$ cat src/hw/rtl/ubd_pipe_div.sv
// Pipelined restoring unsigned divider, one quotient bit per stage.
// A side tag travels with each operand pair. Depends on nothing.
module ubd_pipe_div #(
  parameter int unsigned NUM_W = 28,
  parameter int unsigned DEN_W = 24,
  parameter int unsigned TAG_W = 1
) (
  input  logic             clk_i,
  input  logic             rst_ni,
  input  logic             in_valid_i,
  input  logic [NUM_W-1:0] num_i,
  input  logic [DEN_W-1:0] den_i,
  input  logic [TAG_W-1:0] tag_i,
  output logic             out_valid_o,
  output logic [NUM_W-1:0] quot_o,
  output logic [TAG_W-1:0] tag_o
);

  // The numerator register shifts left; quotient bits enter at the bottom,
  // so after NUM_W stages it holds the quotient.
  logic             vld_q [NUM_W];
  logic [NUM_W-1:0] num_q [NUM_W];
  logic [DEN_W-1:0] den_q [NUM_W];
  logic [DEN_W-1:0] rem_q [NUM_W];
  logic [TAG_W-1:0] tag_q [NUM_W];

  for (genvar k = 0; k < NUM_W; k++) begin : g_stage
    logic             vld_in;
    logic [NUM_W-1:0] num_in;
    logic [DEN_W-1:0] den_in;
    logic [DEN_W-1:0] rem_in;
    logic [TAG_W-1:0] tag_in;
    logic [DEN_W:0]   trial;
    logic [DEN_W:0]   diff;
    logic             ge;

    if (k == 0) begin : g_first
      assign vld_in = in_valid_i;
      assign num_in = num_i;
      assign den_in = den_i;
      assign rem_in = '0;
      assign tag_in = tag_i;
    end else begin : g_next
      assign vld_in = vld_q[k-1];
      assign num_in = num_q[k-1];
      assign den_in = den_q[k-1];
      assign rem_in = rem_q[k-1];
      assign tag_in = tag_q[k-1];
    end

    assign trial = {rem_in, num_in[NUM_W-1]};
    assign diff  = trial - {1'b0, den_in};
    assign ge    = (trial >= {1'b0, den_in});

    always_ff @(posedge clk_i or negedge rst_ni) begin
      if (!rst_ni) begin
        vld_q[k] <= 1'b0;
      end else begin
        vld_q[k] <= vld_in;
      end
    end

    always_ff @(posedge clk_i) begin
      num_q[k] <= {num_in[NUM_W-2:0], ge};
      den_q[k] <= den_in;
      rem_q[k] <= ge ? diff[DEN_W-1:0] : trial[DEN_W-1:0];
      tag_q[k] <= tag_in;
    end
  end

  assign out_valid_o = vld_q[NUM_W-1];
  assign quot_o      = num_q[NUM_W-1];
  assign tag_o       = tag_q[NUM_W-1];

endmodule
$ cat config.mk
export PLATFORM = sky130hd
export DESIGN_NAME = ubd_pipe_div
export DESIGN_NICKNAME = d
export VERILOG_FILES = /design/src/hw/rtl/ubd_pipe_div.sv
export SDC_FILE = /design/constraint.sdc
export NUM_CORES = 2
export LEC_CHECK = 0
export ABC_AREA = 1
export BUFFER_PORTS_ARGS = -buffer_cell sky130_fd_sc_hd__buf_2
export CAP_MARGIN = 20
export CORE_UTILIZATION = 30
export DETAILED_ROUTE_END_ITERATION = 8
export GPL_TIMING_DRIVEN = 0
export MAX_ROUTING_LAYER = met4
export PLACE_DENSITY_LB_ADDON = 0.12
export SLEW_MARGIN = 10
export SYNTH_ARGS = -nofsm -noshare
export SYNTH_HDL_FRONTEND = slang
export SYNTH_SLANG_ARGS = --single-unit
$ cat constraint.sdc
create_clock -name clk_i -period 2.6 [get_ports clk_i]
set_input_delay 0.78 -clock clk_i [delete_from_list [all_inputs] [get_ports clk_i]]
set_output_delay 0.78 -clock clk_i [all_outputs]
set_load 0.01 [all_outputs]
[Word-level counts from Yosys, hierarchy flattened]
Memory sizes are Yosys's and may differ from the RTL's.
Cells that the tools add are included.
W data, S select, Z words.
Storage, ports and cells
  flip-flop bits (word level): 28
  memory bits (writable): 2156
  input port bits: 56
  output and inout bits: 30
  logic and storage cells: 116
  memories: 4
Memory list
  num_q: words 28, bits a word 28, rd ports 28, clocked after memory_dff 0, write ports 28, line 22  | logic [NUM_W-1:0] num_q [NUM_W];
  den_q: words 28, bits a word 24, rd ports 27, clocked after memory_dff 0, write ports 28, line 23  | logic [DEN_W-1:0] den_q [NUM_W];
  rem_q: words 28, bits a word 24, rd ports 27, clocked after memory_dff 0, write ports 28, line 24  | logic [DEN_W-1:0] rem_q [NUM_W];
  tag_q: words 28, bits a word 1, rd ports 28, clocked after memory_dff 0, write ports 28, line 25  | logic [TAG_W-1:0] tag_q [NUM_W];
Cells by class
  $add $sub $neg: 28
  order comparisons: 28
  multiplexer cells: 28
Operators with widths (count)
  $ge A25 B24 Y1: 27
  $mux W24: 28
  $sub A24 B24 Y24: 27
  $ge A1 B24 Y1: 1
  $sub A1 B24 Y24: 1

[Logic depth before layout (Yosys ltp)]
An unclocked memory read counts as a cell.
  depth in word-level cells: 3
  depth in mapped cells: 14
  gate-level depth less buffers: 14

[Least setup slack after synthesis]
OpenSTA, ideal clock, no wires.
  path kind: input -> register
  start: input port num_i[27]
  end: memory rem_q[0][11]
  setup time: 0.128 ns
  arrival: 1.881 ns
  data required time: 2.472 ns
  setup slack: 0.591 ns
  stages on the path: 9
  buffers on the path: 1
  cells stage by stage: inv_1 > ha_1 > inv_1 > ha_1 > nand3_1 > o21ai_0 > nand3_1 > clkbuf_1 > nor2_1
RTL lines
  start, declared: line 11  | input logic [NUM_W-1:0] num_i,
  end, declared: line 24

==> flow_summary.ini <==
[status]
status = complete, no violations

[clocking]
clk_pin_slew_ns = 0.06
cts_tree = built
cts_sinks = 2136
cts_htree_levels = 5
cts_root_buf = clkbuf_16
ctsLongestPathBuffers = 4
cts_made_buffers = 263
insertion_delay_ns = 0.90

[routing]
post-route-drc-count = 0
dr.pass1.iters = 8
drt-total-wl_um = 317300
routedWlPerCell_um = 15.79
drt_iter0_markers = 5839
ant_nets = 0
vias = 86730
drt-vias-per-instance = 4.317

[cells_and_area]
regArea_mm2 = 0.04292
fin_area_mm2 = 0.1205
nets = 16070
drive_above_1_share_pct = 6.594
multi_input_area_mm2 = 0.04857
syn2layout_area_growth_pct = 16.18
fill_cells = 37160

[pwr]
powerDensity_mw_per_mm2 = 904.9
power_frac_comb_pct = 28.8
internal_power_uw = 70990
p_seq_share_pct = 35.9
switching_share_pct = 34.91
p_switching_uw = 38080
p_leak_uw = 0.06648
ir_drop_mv = 0.4767
pwr-share-clk_pct = 35.3

[global_route]
grt_pass1_wl_um = 485000
grt_usage_pct = 18.44
grt_start_max_net_pins = 29
grt_antenna_before_repair = 7
overflow = 0
grt_pass1_vias = 82010

[floorplanning]
fp-row-count = 215
io_pins = 86
fp.coreArea_mm2 = 0.3435
die_x_um = 590.0
start_util_pct = 30.20
die_h_um = 590.0
die-area_mm2 = 0.3481

[setup_path]
crit_slowest_cell = o21ai_0
crit_path_max_incr_delay_ns = 0.64
path_class = input pin to register
timing.critical_path.from = den_i[2]
worstPathRequired_ns = 3.42
regToRegStartpoint = num_q[0][195]
crit_path_end_kind = register
cp.buffers_inverters = 4
cp.arrival_ns = 3.33
crit_chain = dlygate4sd3_1 -> buf_2 -> inv_1 -> nand2_1 -> o21ai_0 -> nand3_2 -> clkbuf_1 -> nor2_1
critical-path-top-delay-family = buffers and inverters
start_kind = input pin
path_max_fanout = 10

[logic_synthesis]
synthCells = 14880
synth.distinct_cells = 36
seq_area_frac_synth_pct = 41.36
synth-seq-cells = 2136
synthTopCellsByArea = dfxtp_1 (41%), nand2_1 (21%), inv_1 (11%)
synth.cell_area_mm2 = 0.1037
yosysWarnings = 0
syn-num-nets = 15620
yosys.area.top_type = dfxtp_1
avgSynthCellArea_um2 = 6.970
synth_top_cell_area_share_pct = 40.68

[timing]
finalSetupViolations = 0
worstMarginPinSlew_ns = 0.8129
period_needed_ns = 2.510
hold_viol = 0
post-route-period-util_pct = 96.53
worst_slew_margin_rel_pct = 45.23
finClkSkew_ns = 0.03456
maxSlewViolCount = 0
setup_tns_ns = 0
fmax_mhz = 398.4
rsz0062_at_grt = no

[placement]
place_area_mm2 = 0.1099
gp_congestion = 0.9085
io_buffer_count = 85
dp_hpwl_um = 262600

[min_path]
hp-start = num_i[27]
hold_class = input pin to register

[run]
maxCapViolCount = 0
[flip-flops by register name, summed over array words and instances (netlist names)]
register and cells:
num_q 784, den_q 648, rem_q 648, tag_q 28, g_stage.vld_in 27, out_valid_o 1
[synth_stat cells]
cell         n
fa_1        26
a21oi_2      2
nor2_2      55
o21a_1      25
a21oi_1    274
clkbuf_1    37
buf_4        2
a21oi_4     24
buf_6       50
buf_2      122
inv_2       25
nor2_1     752
nand3_1    680
ha_1       650
and2_1      10
or2_2        3
o21ai_0     11
nand3b_1    40
nand3_2     40
nor4_1       4
or2_1        2
nand4_2      8
nand3_4     17
nand2_1   5696
nor3_1      63
inv_1     3017
nor3_4      20
dfrtp_1     28
xor2_1     243
buf_1        1
xnor2_1     30
nor3b_1      1
o211ai_1     1
nand4_1    794
dfxtp_1   2108
nor3_2      23
[final timing paths]
check | to | slack [ns] | depth (start not counted)
setup / recovery | rem_q[0][20] | 0.09 | 8
hold / removal | rem_q[0][0] | 0.10 | 3
setup reg to reg | rem_q[7][16] | 0.12 | 11
hold reg to reg | num_q[0][292] | 0.31 | 0
max in group asynchronous | g_stage[25].vld_in | 1.74 | 2
min in group asynchronous | g_stage[1].vld_in | 0.44 | 2
[layout make-up]
cell class	count	share of cell area (%)
clock inverters	120	1.493
multi-input cells	9494	40.30
plain buffers	211	1.112
well taps	4557	4.731
inverters	3042	9.474
diodes	5	0.01038
clock buffers	337	6.148
flip-flops and latches	2136	35.61
repair buffers	189	1.123
[worst reg2reg max path: stages, from the launching register on]
cell and delay, ns:
dfxtp_1 0.49, inv_1 0.09, ha_1 0.24, fa_1 0.42, inv_1 0.13, a21oi_1 0.15
o21ai_0 0.40, nand2_1 0.14, nand3_1 0.10, nand2_1 0.09, nand2_1 0.07, nand2_1 0.05
[cell usage in the layout, fill, tap and decap left out, types with 45 or more instances in the layout]
cell	Yosys	final
nor2_1	752	748
clkbuf_16	0	271
clkbuf_1	37	54
buf_6	50	50
dlygate4sd3_1	0	54
nand3_4	17	45
xor2_1	243	243
dfxtp_1	2108	2091
nand4_1	794	794
a21oi_1	274	274
buf_4	2	51
nand3_1	680	670
inv_1	3017	3017
buf_2	122	207
ha_1	650	645
nor2_2	55	59
nand2_1	5696	5694
[repair_timing]
action,4_1_cts,5_1_grt
setup buffers,28,22
endpoints found under the setup margin,411,476
hold buffers,54,0
endpoints found under the hold margin,81,0
pin swaps,15,18
resized for setup,24,96
[logic make-up (layout without fill, tap and decap cells)]
family / count (synthesis) / in the layout / share of synthesized area, %
AO/OA/AOI/OAI: 337 / 337 / 1.956
XOR/XNOR: 273 / 273 / 2.305
adder cells (fa/ha/maj): 676 / 676 / 8.341
buffers and inverters: 3254 / 3899 / 12.29
flip-flops: 2136 / 2136 / 41.36
other: 0 / 5 / 0
AND/OR/NAND/NOR: 8208 / 8208 / 33.75
[through the flow]
step           setup slack (ns)  util, %  total power [µW]  hold slack [ns]  instances
6_report                0.09011    35.09            109100           0.1003      20090
5_1_grt            0.0000002220    35.08            117000          0.06867      20090
4_1_cts                0.002423    34.91            110800          0.01750      20070
3_5_place_dp            -0.6187    31.98             71170           0.3121      19530
3_3_place_gp            -0.6663    31.98             71230           0.3095      19530
2_1_floorplan            0.5912        -             61710           0.3096      14880
[power by group through the flow]
| stage | clock network [µW] | registers, µW | logic, µW |
|---|---|---|---|
| floorplan | 0 | 38300 | 23400 |
| global placement | 0 | 40000 | 31200 |
| detailed placement | 0 | 40000 | 31100 |
| CTS | 40100 | 39300 | 31400 |
| global route | 41400 | 39500 | 36100 |
| finish | 38500 | 39100 | 31400 |
[per-layer routing]
metal  global-route usage [%]  vias up  routed length [µm]
met5                        -        -                   0
met4                    3.981        0                6727
met3                    2.063      377               12790
met2                    29.45     1519              141400
met1                    25.00    38380              156400
li1                         -    46450                   -
(Power assumes the default switching activity.)
